[src/rtl/ctpc_div.sv]
// Restoring unsigned divider, one quotient bit per cycle.
module ctpc_div #(
    parameter int NW = 53,
    parameter int DW = 38
) (
    input  logic          clk,
    input  logic          rst_n,
    input  logic          start,
    input  logic [NW-1:0] num,
    input  logic [DW-1:0] den,
    output logic          done,
    output logic [NW-1:0] quo
);

    localparam int CNT_W = $clog2(NW + 1);

    logic [DW-1:0]    rem_reg, rem_next;
    logic [NW-1:0]    quo_reg, quo_next;
    logic [DW-1:0]    den_reg, den_next;
    logic [CNT_W-1:0] cnt_reg, cnt_next;
    logic             run_reg, run_next;
    logic             done_reg, done_next;
    logic [DW:0]      trial;
    logic [DW:0]      diff;
    logic             ge;

    assign trial = {rem_reg, quo_reg[NW-1]};
    assign diff  = trial - {1'b0, den_reg};
    assign ge    = trial >= {1'b0, den_reg};

    always_comb
    begin
        rem_next  = rem_reg;
        quo_next  = quo_reg;
        den_next  = den_reg;
        cnt_next  = cnt_reg;
        run_next  = run_reg;
        done_next = 1'b0;
        if (start)
        begin
            rem_next = '0;
            quo_next = num;
            den_next = den;
            cnt_next = CNT_W'(NW);
            run_next = 1'b1;
        end
        else if (run_reg)
        begin
            rem_next = ge ? diff[DW-1:0] : trial[DW-1:0];
            quo_next = {quo_reg[NW-2:0], ge};
            cnt_next = cnt_reg - CNT_W'(1);
            if (cnt_reg == CNT_W'(1))
            begin
                run_next  = 1'b0;
                done_next = 1'b1;
            end
        end
    end

    always_ff @(posedge clk or negedge rst_n)
    begin
        if (!rst_n)
        begin
            run_reg  <= 1'b0;
            done_reg <= 1'b0;
            cnt_reg  <= '0;
        end
        else
        begin
            run_reg  <= run_next;
            done_reg <= done_next;
            cnt_reg  <= cnt_next;
        end
    end

    always_ff @(posedge clk)
    begin
        rem_reg <= rem_next;
        quo_reg <= quo_next;
        den_reg <= den_next;
    end

    assign done = done_reg;
    assign quo  = quo_reg;

endmodule

[config.mk]
export PLATFORM = sky130hd
export DESIGN_NAME = ctpc_div
export DESIGN_NICKNAME = d
export VERILOG_FILES = /design/src/rtl/ctpc_div.sv
export SDC_FILE = /design/constraint.sdc
export NUM_CORES = 1
export LEC_CHECK = 0
export ABC_AREA = 0
export BUFFER_PORTS_ARGS = -buffer_cell sky130_fd_sc_hd__buf_2
export CORE_MARGIN = 2
export CORE_UTILIZATION = 55
export CTS_CLUSTER_DIAMETER = 50
export CTS_CLUSTER_SIZE = 16
export DETAILED_ROUTE_END_ITERATION = 6
export MAX_ROUTING_LAYER = met4
export PLACE_DENSITY = 0.79
export SLEW_MARGIN = 20
export SYNTH_ARGS = -nofsm -noshare
export SYNTH_HDL_FRONTEND = slang
export SYNTH_SLANG_ARGS = --single-unit
[constraint.sdc]
create_clock -name clk -period 3.8 [get_ports clk]
set_input_delay 0.19 -clock clk [delete_from_list [all_inputs] [get_ports clk]]
set_output_delay 0.19 -clock clk [all_outputs]
set_load 0.02 [all_outputs]
==> results.md <==
* Final core occ at 0.696
* Drt wl/cell at 17.2 um
* Final design area excluding fillers at 9660 um^2
* Clock latency on the worst-skew pair at 420 ps
* Final setup violation count at 0
* Seq/Total Area, Yosys at 0.474
* Relative slew slack at 0.516
* DRT Pass-1 Iters at 6
* Initial Util at 0.562
* Clk sinks at 137
* Die width at 123 um
* Hold WS at 65.6 ps
* Power per cell area at 638 nW/um^2
* FF-to-FF path depth at 11
* Final wirelength at 19,600 um
* Vias at 6,542
* GR Layer Usage met1 at 0.350
* Layout cell share with drive strength beyond 1 at 0.266
* Most common cell in the netlist: nand2_1
* Post-CTS setup buffer count at 0
* Max FFs per register at 53
* Unrepaired setup endpoints after global routing: false
* HP Class: input port to flop
* Nets at 1,079
* First-pass GRT wire length at 31,500 um
* Worst Max-Slew Pin Slew at 726 ps
* Routing usage on met2 at 0.442
* CTS tree: built
* Tot GR Track Use at 0.276
* Cell Rows at 43
* Die height at 123 um
* Tmin final at 3320 ps
* Critical Path Source Type: flop
* Register area at 3690 um^2
* Max-cap violations at 0
* Die ar. at 15,100 um^2
* Post-Route Setup TNS at 0 ps
* Global placement routability congestion at 0.944
* Worst vdd ir at 452 uV
* Boundary pin count at 148
* Largest net degree at the start of global routing at 73
* Fin. max-slew vios at 0
* Hold Path Stages at 2
* Post-synthesis cell type count at 63
* Fraction of registers with async set/reset at 0.0584
* GRT Residual Overflow at 0
* Post-DRT Antenna Nets at 0
* Synth area leaders: edfxtp_1 35%, dfxtp_1 9.8%, mux2_2 7.8%
* Area leader, netlist: edfxtp_1
* Critical Path RT at 4120 ps
* Synth top area share at 0.351
* Synth top cells by count: 94 x nand2_1, 91 x edfxtp_1, 54 x mux2_2, 54 x nor2_1, 51 x a21oi_1
* Post-synthesis cell area at 7790 um^2
* Crit path setup slack, layout at 483 ps
* Number of fill cells at 1,017
* Max FO, Critical Path at 23
* Core area at 13,900 um^2
* Detailed Route Iter0 Violations at 505
* Cells after DPL at 1,066
* Mean cell area of the mapped netlist at 10.2 um^2
* Post-synth EDFFs at 91
* Longest Clk Path Bufs at 2
* Area of the multi-input gates at 3770 um^2
* Post-DP HPWL at 13,300 um
* Commonest register cell after synthesis: edfxtp_1
* Clock transition at path regs at 60 ps
* Port bufs at 147
* Yosys Warn Count at 0
* Tcrit/Tclk final at 0.873
* GR Layer Usage met3 at 0.0646
* Status: finished clean
* # resized after CTS at 0
* Via density at 5.75
* CTS Buf Count at 17
* Synthesized Nets at 896
* Fin cells at 1,138
* Pre-CTS WS at 553 ps
* Setup crit end kind: flop
* Fmax at 301 MHz
* Setup Crit Path Kind: flop to flop
* Cell Area, Placed at 8700 um^2
* DRC errors left at 0
* Cells after Synth at 761
* Hold buffers post-CTS at 39
* Initial antenna violation count at 1
* H-tree depth at 4
* Global routing's busiest layer: met2
* Final hold vios at 0
* Area growth syn-to-layout at 23.9%
* Worst EP arrival at 3640 ps
* Final clock skew at 8.37 ps
* Clock tree root driver cell: clkbuf_16
* Total power at 6.16 mW
* Leak Pwr at 4.19 nW
* Vias in the first global route at 6,543
* Yosys reg bits at 137
-- cell usage in the layout, fill, tap and decap left out, types with 3 or more instances in the layout --
cell type,count
o211a_1,4
mux2_2,54
inv_6,4
o21bai_1,7
and3_1,7
o211ai_1,8
or3_1,6
or2_2,3
buf_4,11
nor2_1,54
a21o_1,15
clkbuf_16,17
nor3_1,9
a211oi_1,14
dfrtp_1,7
ha_1,40
nor2b_1,3
o21a_1,8
a21oi_1,51
nand4_1,12
buf_2,146
nor4_1,4
a311oi_1,27
nand2_1,93
a211o_1,7
o21ai_0,27
dfxtp_1,38
xor2_1,6
or4_1,3
clkinv_4,3
dlygate4sd3_1,39
a31oi_1,4
edfxtp_1,91
o31a_1,5
inv_1,50
nand2b_1,7
xnor2_1,17
nand3_1,12
-- path summary, 6_finish.rpt --
path | startpoint | end | slack, ps
max in group asynchronous | rst_n | run_reg | 3450
min in group asynchronous | rst_n | cnt_reg[1] | 170
worst max-delay path | den_reg[16] | rem_reg[26] | 480
worst min register to register | rem_reg[27] | rem_reg[27] | 500
worst max register to register | den_reg[16] | rem_reg[26] | 480
worst min-delay path | num[26] | quo[26] | 70
-- critical path, cell delays in order, from the launching register on --
cell and delay, ps:
edfxtp_1 340, inv_1 40, ha_1 400, nand2_1 130
nor4_1 520, nand4_1 210, o211ai_1 210, a21o_1 290
nor2_2 140, buf_4 250, or3_1 400, a311oi_1 280
-- logic make-up after synthesis --
logic type                 synth area share
AOI/OAI and AO/OA                     0.179
xor gates and xnor gates             0.0258
and+or+nand+nor                       0.132
muxes                                0.0793
adders and majority gates            0.0668
DFF                                   0.474
buffers and inverters                0.0425
-- area by class of cell --
type,count,area share
Multi-Input combinational cell,541,0.391
Sequential cell,137,0.383
Timing Repair Buffer,196,0.125
Clock buffer,18,0.0444
Tap cell,180,0.0233
Inverter,51,0.0198
Clock inverter,14,0.0143
Antenna cell,1,0.000259
-- report_power, final --
group | internal [mW] | switching [mW]
logic | 1.03 | 1.46
clock network | 0.916 | 0.683
registers | 1.87 | 0.203
total | 3.81 | 2.35
-- per-layer routing --
layer / wire (um) / part of all wire
met5: 0 / 0
met2: 9610 / 0.49
met3: 1340 / 0.068
met4: 260 / 0.013
met1: 8380 / 0.43
No activity file was read; power rests on OpenSTA's default activity.
