<file path="src/rtl/ctpc_ram.sv">
// Generic simple dual-port RAM with registered read.
module ctpc_ram #(
    parameter int WIDTH = 16,
    parameter int DEPTH = 64
) (
    input  logic                     clk,
    input  logic                     we,
    input  logic [$clog2(DEPTH)-1:0] waddr,
    input  logic [WIDTH-1:0]         wdata,
    input  logic [$clog2(DEPTH)-1:0] raddr,
    output logic [WIDTH-1:0]         rdata
);

    logic [WIDTH-1:0] mem [DEPTH];

    always_ff @(posedge clk)
    begin
        if (we)
        begin
            mem[waddr] <= wdata;
        end
        rdata <= mem[raddr];
    end

endmodule

</file>
<file path="config.mk">
export PLATFORM = sky130hd
export DESIGN_NAME = ctpc_ram
export DESIGN_NICKNAME = d
export VERILOG_FILES = /design/src/rtl/ctpc_ram.sv
export SDC_FILE = /design/constraint.sdc
export NUM_CORES = 1
export LEC_CHECK = 0
export BUFFER_PORTS_ARGS = -buffer_cell sky130_fd_sc_hd__buf_4
export CAP_MARGIN = 20
export CELL_PAD_IN_SITES_DETAIL_PLACEMENT = 1
export CELL_PAD_IN_SITES_GLOBAL_PLACEMENT = 1
export CORE_MARGIN = 5
export CORE_UTILIZATION = 33
export DETAILED_ROUTE_END_ITERATION = 6
export PLACE_DENSITY_LB_ADDON = 0.15
export SYNTH_ARGS = -nofsm -noshare
export SYNTH_HDL_FRONTEND = slang
export SYNTH_SLANG_ARGS = --single-unit
</file>
<file path="constraint.sdc">
create_clock -name clk -period 2.04 [get_ports clk]
set_input_delay 0.204 -clock clk [delete_from_list [all_inputs] [get_ports clk]]
set_output_delay 0.204 -clock clk [all_outputs]
set_load 0.02 [all_outputs]
</file>
==> results of run 1 <==
-- cell type report --
type                    count  share of cell area
flip-flops and latches   1040              0.6422
multi-input cells         685              0.1713
repair buffers            331             0.07156
clock buffers             135             0.06103
well taps                1612             0.04169
clock inverters            74             0.01200
diodes                      4           0.0002069
-- synth_stat cells (2+ instances only) --
cell	instances
a221o_1	6
nand3_1	24
buf_12	5
a211o_1	8
clkbuf_2	2
a221oi_1	16
nand2_1	59
buf_2	36
a22oi_1	39
nor3_1	2
a41oi_1	5
a21oi_1	17
nand2b_1	3
a22o_1	6
mux2_2	27
edfxtp_1	1024
buf_1	3
dfxtp_1	16
mux4_1	4
nor2b_1	30
clkbuf_1	24
o21ai_1	3
nor4_2	3
and2_1	2
nand4_1	12
a311oi_1	8
mux4_2	220
nor2_1	72
mux2i_1	85
buf_4	13
o21ai_0	5
buf_8	3
nor2_2	2
and4_1	5
a31oi_1	8
buf_6	17
a211oi_1	8
nand3b_1	2
-- where the power goes --
group | switching (mW) | internal [mW]
logic | 1.63 | 1.13
clock network | 8.31 | 11.3
registers | 0.101 | 23.7
total | 10.0 | 36.1
-- metrics by stage --
stage / TNS [ns] / cell area [um2] / worst slack, ns / utilization / cells
after floorplan: -15.15 / 40050 / -0.1218 / - / 1829
after global placement: -5.116 / 44750 / -0.4794 / 0.3720 / 3660
after detailed placement: -5.022 / 44750 / -0.4462 / 0.3720 / 3660
after CTS: 0 / 48360 / 0.06982 / 0.4020 / 3877
after global routing: 0 / 48370 / 0.007661 / 0.4021 / 3877
final: 0 / 48380 / 0.05412 / 0.4022 / 3881
-- worst max-delay path, delay by kind of cell (launching register included) --
| family | cells | cell delay [ns] |
|---|---|---|
| DFF | 1 | 0.38 |
| muxes | 2 | 0.69 |
| buffers and inverters | 1 | 0.16 |
| AOI/OAI and AO/OA | 3 | 0.63 |
-- worst paths after layout --
check                            endpoint  slack (ns)  cells after the start
worst max-delay path             rdata[0]        0.05                      6
worst min-delay path            mem[0][4]        0.04                      1
worst max register to register   rdata[0]        0.05                      6
worst min register to register   rdata[5]        0.91                      4
-- flip-flops by register name, summed over array words and instances, names as in the netlist --
register	count
mem	1024
rdata	16
-- metal layers --
layer	up-vias	share of wire	wire (um)
met3	135	0.054	6003
met2	437	0.48	53910
met5	-	0.00012	13
met1	10730	0.45	50070
li1	8396	-	-
met4	2	0.019	2165
-- cells by family (layout without fill, tap and decap cells) --
family	count (synthesis)	count (layout)
flops	1040	1040
mux	336	336
simple gates	220	220
compound gates	129	129
buf+inv	104	540
other cells	0	4
-- timing repair --
item | CTS | global route
buffers inserted | 0 | 0
hold buffers | 8 | 0
gates resized for setup | 0 | 2
setup endpoints to repair | 0 | 2
hold endpoints to repair | 161 | 0
==> metrics.md, run 1 <==
| Metric | Value |
|---|---|
| Layout Skew | `0.02507 ns` |
| Syn Area/Cell | `21.89 um2` |
| EDFF count, synth | `1,024` |
| Met2 Usage GRT | `0.2875` |
| Tcrit/Tclk final | `0.9735` |
| Seq/Total Area, Yosys | `0.7759` |
| Hold WC Path Type | `input port to register` |
| Critical path peak fanout | `1` |
| DR DRC count | `0` |
| Pwr dens | `952.9 nW/um2` |
| Largest family of logic cells by synthesized area | `multiplexers` |
| Clk pin slew, worst setup/hold paths | `0.06 ns` |
| Total power | `46.10 mW` |
| Vias in the first global route | `21,070` |
| Gate Count Post-Synth | `1,829` |
| Ordered cell list for the critical path | `mux4_2 > mux2i_1 > a22oi_1 > a31oi_1 > buf_4 > a311oi_1` |
| Final ANT Viol Nets | `0` |
| Status | `finished, final reports clean` |
| Clock Latency Late Sink | `0.70 ns` |
| # fillers | `11,390` |
| Die Wd | `358.3 um` |
| Initial core utilization | `0.3329` |
| Endpoints failing hold | `0` |
| DR pass1 iterations | `5` |
| Die height | `358.3 um` |
| Post-synthesis simple-gate area fraction | `0.02647` |
| Yosys reg bits | `1,040` |
| Largest cells by area after synthesis | `edfxtp_1, mux4_2, mux2i_1, dfxtp_1, mux2_2` |
| Crit path DAT | `2.54 ns` |
| FF+latch area | `31,070 um2` |
| Most frequent cells in the layout | `edfxtp_1, buf_4, mux4_2` |
| XOR/XNOR Fraction of Synth Area | `0` |
| Maximum clock path buffer count | `3` |
| Root Driver | `clkbuf_16` |
| Core area | `120,300 um2` |
| Crit-path max cell delay | `0.47 ns` |
| Htree depth | `3` |
| DP HPWL | `71.67 mm` |
| Vias | `19,700` |
| GR Util met1 | `0.2442` |
| Critical Path Source | `mem[21][0]` |
| Global-route wire length before repair | `160.1 mm` |
| Reg-to-Reg Start | `mem[21][0]` |
| Peak VDD IR | `681.8 uV` |
| Final setup fails | `0` |
| Pleak | `15.60 nW` |
| Clock Sinks | `1,040` |
| Distinct cells, synth | `43` |
| Pins Over Slew Limit | `0` |
| CTS tree | `done` |
| Worst slew pin tran | `1.070 ns` |
| Most common cell after layout, fill and taps aside | `edfxtp_1` |
| Synth Area in Compound Gates | `0.02409` |
| Top-level port count | `46` |
| WP data required | `2.60 ns` |
| RSZ-0062 raised after global routing | `false` |
| Layout cells sized above 1 | `0.3307` |
| Largest area contributor in the netlist | `edfxtp_1` |
| Number of nets in the layout | `2,201` |
| Slew Limit Headroom | `0.2842` |
| Max-Cap Viols | `0` |
| Post-synth top flop | `edfxtp_1` |
| Final min period | `1.986 ns` |
| Synth warn | `0` |
| CP max-delay cell | `mux4_2` |
| Routed wire length | `112.2 mm` |
| Port Buffer Count | `45` |
| Row cnt | `127` |
| Total GRT Usage | `0.1757` |
| Cell area after synthesis | `40,040 um2` |
| Largest net degree at the start of global routing | `65` |
| Wirelength per Cell | `28.90 um` |
| Worst Min Path Start | `wdata[4]` |
| Nature of the critical path endpoint | `register` |
| Drt initial violations | `1,606` |
| Via/cell ratio | `5.075` |
| WHS | `0.04370 ns` |
| Syn_nets | `1,859` |
| Post-synth ARST share | `0` |
| Die area | `128,400 um2` |
| Fmax | `503.6 MHz` |
| Total CTS buffers | `113` |
| Gr busiest metal | `met2` |
| Multi-input gate area in the final layout | `8289 um2` |
| Met3 Use GR | `0.03708` |
| Mux share of post-synthesis cell area | `0.1552` |
| Share of the synthesized area in the top cell type | `0.7679` |
| GPL Wtd Cong | `0.8268` |
| Area added between synthesis and finish | `20.83%` |
| Startpoint Class | `register` |
| Initial antenna violation count | `5` |
| Grt ovf | `0` |
| Post-Synth Adder-Cell Area | `0` |
| Crit Path Category | `register to register` |
(Power assumes the default switching activity.)
==> inputs of run 2 (changes only) <==
- ABC_AREA: not set -> 1
==> run 2 against run 1 <==
First-iteration DRC count is 9.3% higher. Synthesized cell count grew 92%. Die area up 5.0%. Global-route usage increased by 2.5 points. Setup slack better by 0.30 ns. Critical path depth rose by 3. Largest cell class unchanged. Utilization down 0.16 points. Wire length rose by 23%. Sequential share of layout area is 3.2 points lower. Power up 3.1%. Via count increased by 42%. Cell count increased by 43%.
==> metrics.md, run 2 <==
| Metric | Value |
|---|---|
| DR pass1 iterations | `5` |
| Metal-1 WL | `63.61 mm` |
| Pre-CTS setup slack | `-0.1703 ns` |
| Most frequent cells in the layout | `nand2_1, edfxtp_1, nand3_1` |
| Max-Cap Viols | `0` |
| Root Driver | `clkbuf_16` |
| Top reg by flops | `mem` |
| Critical path peak fanout | `1` |
| Most common cell after layout, fill and taps aside | `nand2_1` |
| Ordered cell list for the critical path | `nand2_1 > nand3_1 > nand3_1 > nand2_1 > nand2_1 > nand3_1 > dlygate4sd3_1 > nand3_1 > nand2_1` |
| Total GRT Usage | `0.2007` |
| GPL Wtd Cong | `0.8016` |
| Resized Gates After CTS | `0` |
| Total CTS buffers | `117` |
| Seq/Total Area, Yosys | `0.7380` |
| Post-synth ARST share | `0` |
| Status | `finished, final reports clean` |
| Peak VDD IR | `699.4 uV` |
| WL met3 | `5.764 mm` |
| Startpoint Class | `register` |
| Global-route wire length before repair | `200.1 mm` |
| Pwr dens | `932.7 nW/um2` |
| Pleak | `18.44 nW` |
| CP max-delay cell | `dlygate4sd3_1` |
| Synth top cells by count | `nand2_1, edfxtp_1, nand3_1` |
| Clk pin slew, worst setup/hold paths | `0.06 ns` |
| Biggest regs | `mem x1024, rdata x16` |
| Synth warn | `0` |
| Maximum clock path buffer count | `3` |
| CTS tree | `done` |
| DR DRC count | `0` |
| Yosys reg bits | `1,040` |
| Share of the synthesized area in the top cell type | `0.7304` |
| Nature of the critical path endpoint | `register` |
| Syn Area/Cell | `11.97 um2` |
| Via/cell ratio | `5.035` |
| Post-CTS Setup Repair Bufs | `0` |
| Tcrit/Tclk final | `0.8280` |
| Final ANT Viol Nets | `0` |
| DP HPWL | `88.28 mm` |
| Vias | `27,900` |
| Clock Sinks | `1,040` |
| WP data required | `2.66 ns` |
| Bufs and invs on worst path | `1` |
| Drt initial violations | `1,756` |
| Post-synth top flop | `edfxtp_1` |
| Htree depth | `3` |
| Multi-input gate area in the final layout | `9708 um2` |
| Die area | `134,800 um2` |
| Top Layer Used | `met5` |
| Port Buffer Count | `45` |
| Setup ws final | `0.3510 ns` |
| Most frequent cell after synthesis | `nand2_1` |
| Hold WC Path Type | `input port to register` |
| Final min period | `1.689 ns` |
| Gate Count Post-Synth | `3,517` |
| Largest register FFs | `1,024` |
| Pins Over Slew Limit | `0` |
| Die height | `367.2 um` |
| WHS | `0.1164 ns` |
| Largest cells by area after synthesis | `edfxtp_1, nand2_1, nand3_1, buf_2, buf_6` |
| Row cnt | `131` |
| Clock Latency Late Sink | `0.73 ns` |
| Initial core utilization | `0.3310` |
| Distinct cells, synth | `16` |
| # fillers | `13,450` |
| Top-level port count | `46` |
| Crit Path Category | `register to register` |
| Layout cells sized above 1 | `0.1383` |
| Wirelength per Cell | `24.83 um` |
| CP top delay family | `simple AND/OR/NAND/NOR gates` |
| Number of nets in the layout | `3,806` |
| Grt ovf | `0` |
| Fmax | `592.1 MHz` |
| Initial antenna violation count | `5` |
| Fin Setup TNS | `0 ns` |
| Worst slew pin tran | `0.8013 ns` |
| FF+latch area | `31,070 um2` |
| Core area | `127,200 um2` |
| Endpoints failing hold | `0` |
| Cell area after synthesis | `42,100 um2` |
| Largest area contributor in the netlist | `edfxtp_1` |
| RSZ-0062 raised after global routing | `false` |
| Crit-path max cell delay | `0.57 ns` |
| Vias in the first global route | `28,760` |
| Layout Skew | `0.04013 ns` |
| Final setup fails | `0` |
| Area added between synthesis and finish | `21.05%` |
| EDFF count, synth | `1,024` |
| Slew Limit Headroom | `0.4658` |
| Largest net degree at the start of global routing | `65` |
| Hold_buf cts | `19` |
| WL met2 | `64.89 mm` |
| Die Wd | `367.2 um` |
| Syn_nets | `3,547` |
| Crit path DAT | `2.31 ns` |
| Routed wire length | `137.6 mm` |
-- run 2: changes by cell type after synthesis, sizes merged, moves of 17 or more --
cell and change:
nand3 +847, nand2 +1236, buf +122, nor2b -30, mux4 -224, mux2 -27
mux2i -85, a22oi -39, a21oi -17, nor2 -18
-- run 2: report_power, final --
group          total [mW]  switching, mW  internal [mW]
registers            23.7         0.0781           23.6
logic                3.56           2.45           1.11
clock network        20.2           8.74           11.5
total                47.5           11.3           36.3
-- run 2: logic make-up after synthesis --
kind of cell | count (synthesis) | share of synthesized area
and+or+nand+nor | 2240 | 0.2266
DFF | 1040 | 0.7380
buffers and inverters | 237 | 0.03537
-- run 2: final timing paths --
| kind | startpoint | slack (ns) | end | depth (start not counted) |
|---|---|---|---|---|
| worst max register to register | mem[63][2] | 0.35 | rdata[2] | 9 |
| worst max-delay path | mem[63][2] | 0.35 | rdata[2] | 9 |
| worst min-delay path | wdata[7] | 0.12 | mem[29][7] | 1 |
| worst min register to register | mem[32][13] | 0.84 | rdata[13] | 8 |
-- run 2: layer usage --
metal | vias to the layer above | GRT usage
li1 | 12950 | -
met1 | 14240 | 0.2800
met2 | 537 | 0.3288
met3 | 174 | 0.03199
met4 | 2 | 0.05124
met5 | - | 0
-- run 2: worst register-to-register path, stage by stage (launching register included) --
cell	delay [ns]
edfxtp_1	0.35
nand2_1	0.07
nand3_1	0.07
nand3_1	0.12
nand2_1	0.09
nand2_1	0.10
nand3_1	0.08
dlygate4sd3_1	0.57
nand3_1	0.08
nand2_1	0.04
-- run 2: area by class of cell --
type,count,share of cell area
clock inverter,78,0.01215
timing repair buffer,365,0.08576
multi-input combinational,2240,0.1905
sequential,1040,0.6097
antenna,3,0.0001473
clock buffer,142,0.05929
tap,1662,0.04081
inverter,12,0.001645
-- run 2: metrics by stage --
stage / power, mW / instance area [um2] / util / std cells
CTS: 48.14 / 50950 / 0.4006 / 5539
floorplan: 25.78 / 42150 / - / 3517
global route: 49.26 / 50950 / 0.4006 / 5539
detailed placement: 27.77 / 47120 / 0.3705 / 5300
global placement: 27.75 / 47120 / 0.3705 / 5300
finish: 47.53 / 50960 / 0.4007 / 5542
