==> src/rtl/ctpc_sqrt.sv <==
// Iterative integer square root, one result bit per cycle.
module ctpc_sqrt #(
    parameter int W = 38
) (
    input  logic             clk,
    input  logic             rst_n,
    input  logic             start,
    input  logic [W-1:0]     operand,
    output logic             done,
    output logic [W/2-1:0]   root
);

    logic [W-1:0] v_reg, v_next;
    logic [W-1:0] res_reg, res_next;
    logic [W-1:0] bit_reg, bit_next;
    logic         run_reg, run_next;
    logic         done_reg, done_next;
    logic [W-1:0] trial;

    assign trial = res_reg + bit_reg;

    always_comb
    begin
        v_next    = v_reg;
        res_next  = res_reg;
        bit_next  = bit_reg;
        run_next  = run_reg;
        done_next = 1'b0;
        if (start)
        begin
            v_next   = operand;
            res_next = '0;
            bit_next = W'(1) << (W - 2);
            run_next = 1'b1;
        end
        else if (run_reg)
        begin
            if (v_reg >= trial)
            begin
                v_next   = v_reg - trial;
                res_next = (res_reg >> 1) + bit_reg;
            end
            else
            begin
                res_next = res_reg >> 1;
            end
            bit_next = bit_reg >> 2;
            if (bit_reg == W'(1))
            begin
                run_next  = 1'b0;
                done_next = 1'b1;
            end
        end
    end

    always_ff @(posedge clk or negedge rst_n)
    begin
        if (!rst_n)
        begin
            run_reg  <= 1'b0;
            done_reg <= 1'b0;
        end
        else
        begin
            run_reg  <= run_next;
            done_reg <= done_next;
        end
    end

    always_ff @(posedge clk)
    begin
        v_reg   <= v_next;
        res_reg <= res_next;
        bit_reg <= bit_next;
    end

    assign done = done_reg;
    assign root = res_reg[W/2-1:0];

endmodule

==> config.mk <==
export PLATFORM = sky130hd
export DESIGN_NAME = ctpc_sqrt
export DESIGN_NICKNAME = d
export VERILOG_FILES = /design/src/rtl/ctpc_sqrt.sv
export SDC_FILE = /design/constraint.sdc
export NUM_CORES = 1
export LEC_CHECK = 0
export BUFFER_PORTS_ARGS = -buffer_cell sky130_fd_sc_hd__buf_4
export CAP_MARGIN = 20
export CORE_MARGIN = 2
export CORE_UTILIZATION = 25
export DETAILED_ROUTE_END_ITERATION = 10
export GPL_ROUTABILITY_DRIVEN = 1
export GPL_TIMING_DRIVEN = 0
export RECOVER_POWER = 25
export SETUP_SLACK_MARGIN = 0.5
export SLEW_MARGIN = 20
export SYNTH_ARGS = -nofsm -noshare
export SYNTH_HDL_FRONTEND = slang
export SYNTH_SLANG_ARGS = --single-unit
==> constraint.sdc <==
create_clock -name clk -period 8 [get_ports clk]
set_input_delay 0.4 -clock clk [delete_from_list [all_inputs] [get_ports clk]]
set_output_delay 0.4 -clock clk [all_outputs]
set_load 0.01 [all_outputs]
==> impl_results.md, run 1 <==
- Cell accounting for the most synthesized area: dfxtp_1
- Critical path required time: roughly 8 ns
- Layout Nets: around 1.3k
- Global-route wire length before repair: between 40000 and 50000 um
- Arr. time, crit path: between 6 and 7 ns
- Endpoint, Worst Hold: v_reg[34]
- Endpoints failing setup: 0
- Vias in the first global route: 8112
- Pwr dens: 351.3 nW/um^2
- Sequential share of the synthesized area: a little over a quarter
- Number of synthesized flops with an enable pin: 38
- R2r startpoint: res_reg[2]
- ANT cells: 0
- # rows: 68
- Wire per inst: approximately 17 um
- P&R area growth vs syn: 15.48%
- I/O pin total: 61
- Fin util: between 20% and 30%
- Via count: around 8.5k
- Htree depth: 3
- Synth top area cells: dfxtp_1 (13%), edfxtp_1 (13%), ha_1 (11%)
- HPWL after DPL: 21800 um
- Worst R2R End: v_reg[25]
- Initial DRC Count: a little under 700
- CTS Buffer Depth: 2
- Pins Over Slew Limit: 0
- CP Max Fanout: 20
- Worst setup path class: flop to flop
- Synthesized cell area: slightly below 9000 sq um
- Total die area: about 36000 sq um
- WHS: ~0.32 ns
- Maximum VDD drop: between 0.0001 and 0.00015 V
- Compound-Gate Fraction of Synth Area: between 20% and 30%
- Synth Register Bits: 97
- Initial Util: approximately a quarter
- Simple-Gate Fraction of Synth Area: approximately a fifth
- Total CTS buffers: 9
- CTS sink cnt: 97
- Total chip power: 3.542 mW
- R2R depth: 22
- Congestion Overflow GR: 0
- Number of antenna violations at the first check in global routing: 0
- CTS Root Cell: clkbuf_16
- Clk_skew: between 0.009 and 0.01 ns
- XOR/XNOR Fraction of Synth Area: under 10%
- Routed vias/inst: 5.316
- Hold Crit Class: primary input to flop
- Slew headroom: about two fifths
- TritonRoute pass-1 iters: 5
- Yosys cell types: roughly 80
- Maxcap violations: 0
- FF-to-FF setup slack: 1.68 ns
- Tightest Pin Transition: 0.8985 ns
- Die X: about 190 um
- Top-count cell post-synth: nor2_1
- I/O Buffers: 59
- Routed Antenna Nets: 0
- Final wirelength: 27940 um
- Synth cell count leaders: nor2_1 (116), nand2_1 (107), o21ai_0 (84)
- Fmax achieved: between 0.15 and 0.2 GHz
- TritonCTS clock tree: built
- Hold path start: operand[34]
- Synth warn: 0
- Status: completed
- # resized after CTS: 0
- Startpoint types: flop
- WHS Path Cells: 3
- Main combinational cell family by area after synthesis: compound AO/OA/AOI/OAI gates
- Fin worst setup slack: between 1.5 and 2 ns
- Drt drc: 0
- Fraction of layout instances using a drive strength above 1: ~13%
- Mux contribution to synthesized area: approximately 3.4%
- Synth Area per Inst: about 8 sq um
- Final setup TNS: 0 ns
- Hold Fails Final Rpt: 0
- Routability congestion estimate: between 0.8 and 0.9
- RSZ-0062 raised after global routing: false
- Adder-cell area share of the yosys netlist: 11.41%
- Fin crit period: roughly 6.3 ns
- Dpl ws: between 1.5 and 2 ns
- Static Leak: approximately 4 nW
- Synthesized instance count: between 1k and 1.5k
- Worst skew pair latency: roughly 0.36 ns
- Die Ht: ~190 um
- Largest net degree at the start of global routing: 21
- Syn nets: 1192
- Period utilization: 78.97%
- Top-area cell type share of the netlist area: 13.07%
- Ys async rst share: between 2 and 2.5%
- Top FF cell, synth: dfxtp_1
- Worst-path clk slew: ~0.07 ns
- Core ar.: 34460 sq um
- All-Layer GR Usage: approximately 15%
- Crit. End Element: flop
==> worst max-delay path by stage <==
stage                    start        end  slack (ns)  cells after the start
finish              res_reg[2]  v_reg[25]        1.68                     22
global route        res_reg[4]  v_reg[21]        1.32                     22
global placement    res_reg[2]  v_reg[29]       -0.43                     20
detailed placement  res_reg[2]  v_reg[29]        1.75                     22
CTS                 res_reg[4]  v_reg[25]        1.73                     22
floorplan           res_reg[2]   v_reg[0]        1.52                     20
==> worst max-delay path: stages (launching register included) <==
cell	delay, ns
dfxtp_1	0.38
ha_1	0.36
a31oi_1	0.17
a211oi_1	0.51
a21oi_1	0.25
o31ai_2	0.47
o41ai_2	0.16
o31ai_2	0.30
a31oi_1	0.15
xor2_1	0.18
ha_1	0.28
buf_2	0.17
nand4_1	0.17
or4_4	0.58
nor3_2	0.23
nor2_1	0.11
a31oi_4	0.22
a21oi_4	0.12
buf_4	0.20
buf_2	0.23
o21ai_4	0.37
buf_16	0.21
buf_16	0.17
==> logic make-up (layout without fill, tap and decap cells) <==
group / after synthesis / count (layout)
buffers and inverters: 102 / 179
flip-flops: 97 / 97
AND/OR/NAND/NOR: 350 / 350
multiplexers: 29 / 29
AO/OA/AOI/OAI: 345 / 345
adder cells (fa/ha/maj): 79 / 79
XOR/XNOR: 70 / 70
==> layout make-up <==
type / instances / area (sq um)
inverter: 23 / 86.33
sequential: 97 / 2332
tap: 455 / 569.3
clock buffer: 11 / 264.0
timing repair buffer: 62 / 500.5
buffer: 79 / 420.4
clock inverter: 4 / 25.02
fill: 3739 / 24380
multi-input combinational: 873 / 5884
==> stage by stage <==
step | instances | area (sq um)
2_1_floorplan | 1072 | 8731
3_3_place_gp | 1586 | 9743
3_5_place_dp | 1588 | 9809
4_1_cts | 1604 | 10110
5_1_grt | 1604 | 10080
6_report | 1604 | 10080
==> cell usage in the layout, fill, tap and decap left out, drive strengths merged, types with 16 or more instances in the layout <==
| cell type | synthesis | routed |
|---|---|---|
| mux2i | 21 | 21 |
| nor2 | 116 | 116 |
| a311oi | 21 | 21 |
| o21bai | 22 | 22 |
| nand4 | 23 | 23 |
| ha | 78 | 78 |
| a31oi | 37 | 37 |
| edfxtp | 38 | 38 |
| a21o | 31 | 31 |
| dfxtp | 57 | 57 |
| inv | 23 | 24 |
| or3 | 22 | 22 |
| a2111oi | 16 | 16 |
| clkbuf | 38 | 73 |
| o21ai | 85 | 85 |
| nand3 | 20 | 20 |
| a21oi | 71 | 71 |
| xor2 | 41 | 41 |
| nor3 | 19 | 19 |
| buf | 41 | 78 |
| xnor2 | 29 | 29 |
| nand2 | 107 | 107 |
==> where the power goes <==
part	total [mW]	internal [mW]	switching [mW]
clock	0.453	0.237	0.215
sequential	0.842	0.717	0.125
combinational	2.25	0.910	1.34
total	3.54	1.86	1.68
==> layer usage <==
layer | vias to the layer above | GRT usage [%] | routed length (um)
met1 | 4074 | 21.52 | 13200
met5 | - | 0 | 0
met4 | 0 | 4.025 | 530
li1 | 4148 | - | -
met3 | 40 | 2.079 | 1485
met2 | 265 | 25.13 | 12720
==> repair_timing <==
action	4_1_cts	5_1_grt
hold endpoints to repair	2	0
buffers inserted	0	0
hold buffers	1	0
(Power assumes the default switching activity.)
==> inputs of run 2 (changes only) <==
- clock period: 8 -> 6.4 ns (I/O delays scaled with it)
==> impl_results.md, run 2 (synthesized netlist as in run 1, its figures left out) <==
- Routed Antenna Nets: 0 (unchanged)
- Dpl cells: 1588 (unchanged)
- Worst-path clk slew: 0.08 ns (was 0.07 ns)
- Status: completed (unchanged)
- Worst path cell trace: ha_1, a211oi_2, a211oi_4, a21oi_4, o31ai_4, o41ai_4, o31ai_4, buf_4, a21oi_2, o21bai_1, xnor2_1, ha_1, a21oi_1, o21bai_1, nor2_2, nand3_1, or3_4, a21oi_4, buf_4, clkbuf_4, o21ai_4, buf_16, buf_16 (was ha_1, a31oi_1, a211oi_1, a21oi_1, o31ai_2, o41ai_2, o31ai_2, a31oi_1, xor2_1, ha_1, buf_2, nand4_1, or4_4, nor3_2, nor2_1, a31oi_4, a21oi_4, buf_4, buf_2, o21ai_4, buf_16, buf_16)
- RSZ-0062 raised after global routing: false (unchanged)
- CTS Root Cell: clkbuf_16 (unchanged)
- Htree depth: 3 (unchanged)
- Fmax achieved: 0.1744 GHz (was 0.1583 GHz)
- CTS Buffer Depth: 2 (unchanged)
- Static Leak: 4.081 nW (was 3.994 nW)
- Tightest Pin Transition: 0.8153 ns (was 0.8985 ns)
- Fraction of layout instances using a drive strength above 1: 14.81% (was 12.88%)
- ANT cells: 0 (unchanged)
- Most frequent cells in the layout: nor2_1 (115), nand2_1 (107), o21ai_0 (82) (was nor2_1 (116), nand2_1 (107), o21ai_0 (83))
- Routed vias/inst: 5.270 (was 5.316)
- Crit. End Element: flop (unchanged)
- Slew headroom: 45.65% (was 40.10%)
- Core ar.: 34460 sq um (unchanged)
- I/O Buffers: 59 (unchanged)
- Fin crit period: 5.733 ns (was 6.317 ns)
- Hold Crit Class: primary input to flop (unchanged)
- # rows: 68 (unchanged)
- Startpoint types: flop (unchanged)
- Initial Util: 25.34% (unchanged)
- Maximum VDD drop: 0.0001869 V (was 0.0001413 V)
- Post-route insts no fill: 1610 (was 1604)
- Worst skew pair latency: 0.36 ns (about the same)
- Congestion Overflow GR: 0 (unchanged)
- Endpoints failing setup: 0 (unchanged)
- Vias in the first global route: 8332 (was 8112)
- Largest net degree at the start of global routing: 19 (was 21)
- Total CTS buffers: 9 (unchanged)
- Initial DRC Count: 714 (was 683)
- Pins Over Slew Limit: 0 (unchanged)
- Period utilization: 89.57% (was 78.97%)
- Global-route wire length before repair: 45420 um (was 44270 um)
- Worst setup path class: flop to flop (unchanged)
- Worst path slowest cell: dfxtp_1 (was or4_4)
- Total die area: 36440 sq um (unchanged)
- Via count: 8485 (was 8527)
- All-Layer GR Usage: 15.80% (was 15.50%)
- P&R area growth vs syn: 17.66% (was 15.48%)
- Arr. time, crit path: 5.85 ns (was 6.39 ns)
- CP Max Fanout: 18 (was 20)
- Critical path required time: 6.52 ns (was 8.07 ns)
- Number of antenna violations at the first check in global routing: 0 (unchanged)
- Clk_skew: 0.008774 ns (was 0.009368 ns)
- Routability congestion estimate: 0.8854 (was 0.8846)
- Pwr dens: 435.4 nW/um^2 (was 351.3 nW/um^2)
- Maxcap violations: 0 (unchanged)
- R2R depth: 23 (was 22)
- TritonCTS clock tree: built (unchanged)
- Wire per inst: 17.74 um (was 17.42 um)
- Die X: 190.9 um (unchanged)
- Die Ht: 190.9 um (unchanged)
- HPWL after DPL: 21930 um (was 21800 um)
- CTS sink cnt: 97 (unchanged)
- WHS Path Cells: 3 (unchanged)
- Drt drc: 0 (unchanged)
- Hold Fails Final Rpt: 0 (unchanged)
- Layout Nets: 1271 (was 1265)
- Delay of the slowest critical-path stage: 0.54 ns (was 0.58 ns)
- Fin util: 29.81% (was 29.26%)
- TritonRoute pass-1 iters: 5 (unchanged)
- Commonest non-fill, non-tap cell in the layout: nor2_1 (unchanged)
- Final wirelength: 28560 um (was 27940 um)
- I/O pin total: 61 (unchanged)
## run 2: cell count changes in the layout (fill, tap and decap cells not counted), moves of 3 or more
| cell | previous run | this run |
|---|---|---|
| dfxtp_2 | 0 | 3 |
| buf_4 | 59 | 70 |
| dfxtp_1 | 57 | 54 |
| a21oi_1 | 70 | 66 |
| clkbuf_4 | 16 | 13 |
| a21oi_2 | 0 | 3 |
## run 2: layout make-up
cell class	count	area [sq um]
Buffer	79	427.9
Multi-Input combinational cell	873	6010
Clock buffer	12	277.8
Tap cell	455	569.3
Fill cell	3705	24190
Timing Repair Buffer	68	545.5
Inverter	23	86.33
Sequential cell	97	2336
Clock inverter	3	20.02
## run 2: worst paths after layout
check	startpoint	end	slack, ns
max in group asynchronous	rst_n	done	5.98
hold / removal	operand[34]	v_reg[34]	0.24
min in group asynchronous	rst_n	run_reg	0.29
setup reg to reg	res_reg[4]	v_reg[25]	0.67
hold reg to reg	res_reg[0]	res_reg[0]	0.51
setup / recovery	res_reg[4]	v_reg[25]	0.67
## run 2: report_power, final
group	leakage [nW]	switching (mW)	internal [mW]	total (mW)
clock	0.147	0.269	0.308	0.577
combinational	3.05	1.69	1.15	2.84
sequential	0.884	0.157	0.897	1.05
total	4.08	2.12	2.36	4.47
## run 2: metrics by stage
stage	TNS (ns)	setup slack, ns	power, mW	hold slack, ns	area [sq um]
final	0	0.6673	4.472	0.2372	10270
after detailed placement	0	0.08666	3.842	0.1063	9809
after floorplan	0	0.6479	3.098	0.02441	8735
after global placement	-31.34	-0.8284	3.775	0.1034	9747
after CTS	0	0.5398	4.446	0.2321	10150
after global routing	0	0.3384	4.822	0.2471	10270
## run 2: critical path, delay by kind of cell, from the launching register on
kind                     cells  cell delay (ns)
AO/OA/AOI/OAI               12             2.38
XOR/XNOR                     1             0.13
adder cells (fa/ha/maj)      2             0.70
buffers and inverters        5             1.06
flip-flops                   1             0.54
AND/OR/NAND/NOR              3             0.65
## run 2: routing by layer
layer  wire length [um]  GRT usage, %  part of all wire, %  vias up
met4                393         3.965                  1.4        0
met2              13160         25.82                   46      282
li1                   -             -                    -     4163
met1              13190         21.41                   46     4009
met5                  0             0                    0        -
met3               1819         2.779                  6.4       31
## run 2: what timing repair did
item,4_1_cts,5_1_grt
pin swaps,2,5
endpoints found under the hold margin,2,0
buffers inserted,1,5
setup endpoints to repair,46,62
hold buffers,1,0
resized for setup,7,25
==> inputs of run 3 (changes only) <==
- CORE_UTILIZATION: 25 -> 59
- PLACE_DENSITY: unset -> 0.78
==> impl_results.md, run 3 (synthesized netlist as in run 1, its figures left out) <==
- Delay of the slowest critical-path stage: 0.53 ns (was 0.54 ns)
- Maximum VDD drop: 0.0002520 V (was 0.0001869 V)
- Routed vias/inst: 6.490 (was 5.270)
- # rows: 44 (was 68)
- Initial DRC Count: 857 (was 714)
- Placed Area: 9443 sq um (was 9809 sq um)
- CTS Buffer Depth: 2 (unchanged)
- Crit path buf inv count: 3 (was 5)
- Status: completed (unchanged)
- Routability congestion estimate: 0.9930 (was 0.8854)
- FF-to-FF setup slack: 0.65 ns (was 0.67 ns)
- Dpl cells: 1316 (was 1588)
- ANT cells: 0 (unchanged)
- Worst-path clk slew: 0.07 ns (was 0.08 ns)
- Crit. End Element: flop (unchanged)
- Total CTS buffers: 9 (unchanged)
- Worst path slowest cell: dfxtp_1 (unchanged)
- Arr. time, crit path: 5.85 ns (about the same)
- Total die area: 15790 sq um (was 36440 sq um)
- Startpoint types: flop (unchanged)
- Maxcap violations: 0 (unchanged)
- Hold path start: operand[5] (was operand[34])
- HPWL after DPL: 19180 um (was 21930 um)
- CTS Root Cell: clkbuf_16 (unchanged)
- Slew headroom: 46.68% (was 45.65%)
- Die Ht: 125.6 um (was 190.9 um)
- TritonRoute pass-1 iters: 6 (was 5)
- Pins Over Slew Limit: 0 (unchanged)
- Tightest Pin Transition: 0.7997 ns (was 0.8153 ns)
- Largest net degree at the start of global routing: 23 (was 19)
- Initial Util: 60.30% (was 25.34%)
- Worst path cell trace: ha_1, a211oi_1, a211oi_4, a21oi_2, o31ai_4, o41ai_4, o31ai_4, a21oi_2, o21bai_1, xnor2_1, ha_1, a21oi_1, o21bai_1, nor2_1, nand3_1, or3_4, a21oi_4, buf_4, buf_2, o21ai_4, buf_16 (was ha_1, a211oi_2, a211oi_4, a21oi_4, o31ai_4, o41ai_4, o31ai_4, buf_4, a21oi_2, o21bai_1, xnor2_1, ha_1, a21oi_1, o21bai_1, nor2_2, nand3_1, or3_4, a21oi_4, buf_4, clkbuf_4, o21ai_4, buf_16, buf_16)
- Wire per inst: 19.36 um (was 17.74 um)
- Drt drc: 0 (unchanged)
- Fin crit period: 5.745 ns (was 5.733 ns)
- Core ar.: 14480 sq um (was 34460 sq um)
- Endpoints failing setup: 0 (unchanged)
- Total chip power: 4.422 mW (was 4.472 mW)
- Congestion Overflow GR: 0 (unchanged)
- Delay-heaviest family, CP: compound AO/OA/AOI/OAI gates (unchanged)
- Routed Antenna Nets: 0 (unchanged)
- Final wirelength: 25830 um (was 28560 um)
- RSZ-0062 raised after global routing: false (unchanged)
- Vias in the first global route: 8138 (was 8332)
- Final setup TNS: 0 ns (unchanged)
- Hold Crit Class: primary input to flop (unchanged)
- All-Layer GR Usage: 32.28% (was 15.80%)
- Static Leak: 4.010 nW (was 4.081 nW)
- R2r startpoint: res_reg[4] (unchanged)
- Fmax achieved: 0.1741 GHz (was 0.1744 GHz)
- CTS sink cnt: 97 (unchanged)
- Htree depth: 3 (unchanged)
- Fin util: 67.72% (was 29.81%)
- TritonCTS clock tree: built (unchanged)
- Worst setup path class: flop to flop (unchanged)
- Fraction of layout instances using a drive strength above 1: 13.57% (was 14.81%)
- CP Max Fanout: 22 (was 18)
- P&R area growth vs syn: 12.30% (was 17.66%)
- Hold Fails Final Rpt: 0 (unchanged)
- Layout Nets: 1265 (was 1271)
- CP startpoint: res_reg[4] (unchanged)
- Via count: 8657 (was 8485)
- Finished Cell Area: 9804 sq um (was 10270 sq um)
- Critical path required time: 6.51 ns (was 6.52 ns)
- Pwr dens: 451.0 nW/um^2 (was 435.4 nW/um^2)
- Worst skew pair latency: 0.36 ns (about the same)
- Die X: 125.6 um (was 190.9 um)
- I/O pin total: 61 (unchanged)
- Clk_skew: 0.007922 ns (was 0.008774 ns)
- Global-route wire length before repair: 41200 um (was 45420 um)
- Period utilization: 89.77% (was 89.57%)
- Number of antenna violations at the first check in global routing: 0 (unchanged)
- Commonest non-fill, non-tap cell in the layout: nor2_1 (unchanged)
- Post-route insts no fill: 1334 (was 1610)
- Most frequent cells in the layout: nor2_1 (116), nand2_1 (107), o21ai_0 (82) (was nor2_1 (115), nand2_1 (107), o21ai_0 (82))
- FILL cells: 1261 (was 3705)
- I/O Buffers: 59 (unchanged)
run 3: cell types whose count changed in the layout (fill, tap and decap cells not counted), moves of 2 or more:
cell / delta
buf_4: -10
clkbuf_4: +3
clkinv_2: +2
dfxtp_1: +3
dfxtp_2: -3
nor3_1: +2
nor3_4: -2
run 3: routing by layer:
layer | wire length, um | share of wire (%) | vias up | track usage [%]
met1 | 11240 | 44 | 4056 | 43.14
met2 | 11890 | 46 | 396 | 53.45
met4 | 782 | 3.0 | 0 | 10.33
met3 | 1913 | 7.4 | 69 | 5.480
li1 | - | - | 4136 | -
met5 | 0 | 0 | - | 0
run 3: power by group:
| group | switching, mW | total [mW] | internal [mW] |
|---|---|---|---|
| registers | 0.150 | 1.05 | 0.897 |
| logic | 1.68 | 2.82 | 1.14 |
| clock network | 0.258 | 0.556 | 0.298 |
run 3: cell type report:
cell class                      count  area [sq um]  share of cell area, %
Multi-Input combinational cell    873          5947                  60.66
Sequential cell                    97          2332                  23.79
Timing Repair Buffer               62         493.0                  5.028
Buffer                             79         425.4                  4.339
Clock buffer                       12         267.8                  2.731
Tap cell                          184         230.2                  2.348
Inverter                           23         86.33                 0.8806
Clock inverter                      4         22.52                 0.2297
run 3: final timing paths:
path	end	depth (start not counted)
min in group asynchronous	run_reg	2
worst min register to register	res_reg[0]	2
worst min-delay path	v_reg[5]	3
worst max-delay path	v_reg[34]	21
max in group asynchronous	done	2
worst max register to register	v_reg[34]	21
run 3: worst min-delay path: stages:
cell	delay, ns
buf_4	0.07
nand2_1	0.04
nand2_1	0.04
run 3: metrics by stage:
stage / worst slack, ns / hold WS, ns
6_report: 0.6546 / 0.2200
5_1_grt: 0.3905 / 0.2327
4_1_cts: 0.5987 / 0.2159
3_5_place_dp: 0.1654 / 0.1026
3_3_place_gp: -0.6551 / 0.1025
2_1_floorplan: 0.6479 / 0.02441
run 3: what timing repair did:
action | in CTS | in global routing
buffers inserted | 1 | 0
pin swaps | 1 | 0
hold endpoints to repair | 2 | 0
gates resized for setup | 2 | 12
hold buffers | 1 | 0
setup endpoints to repair | 38 | 76
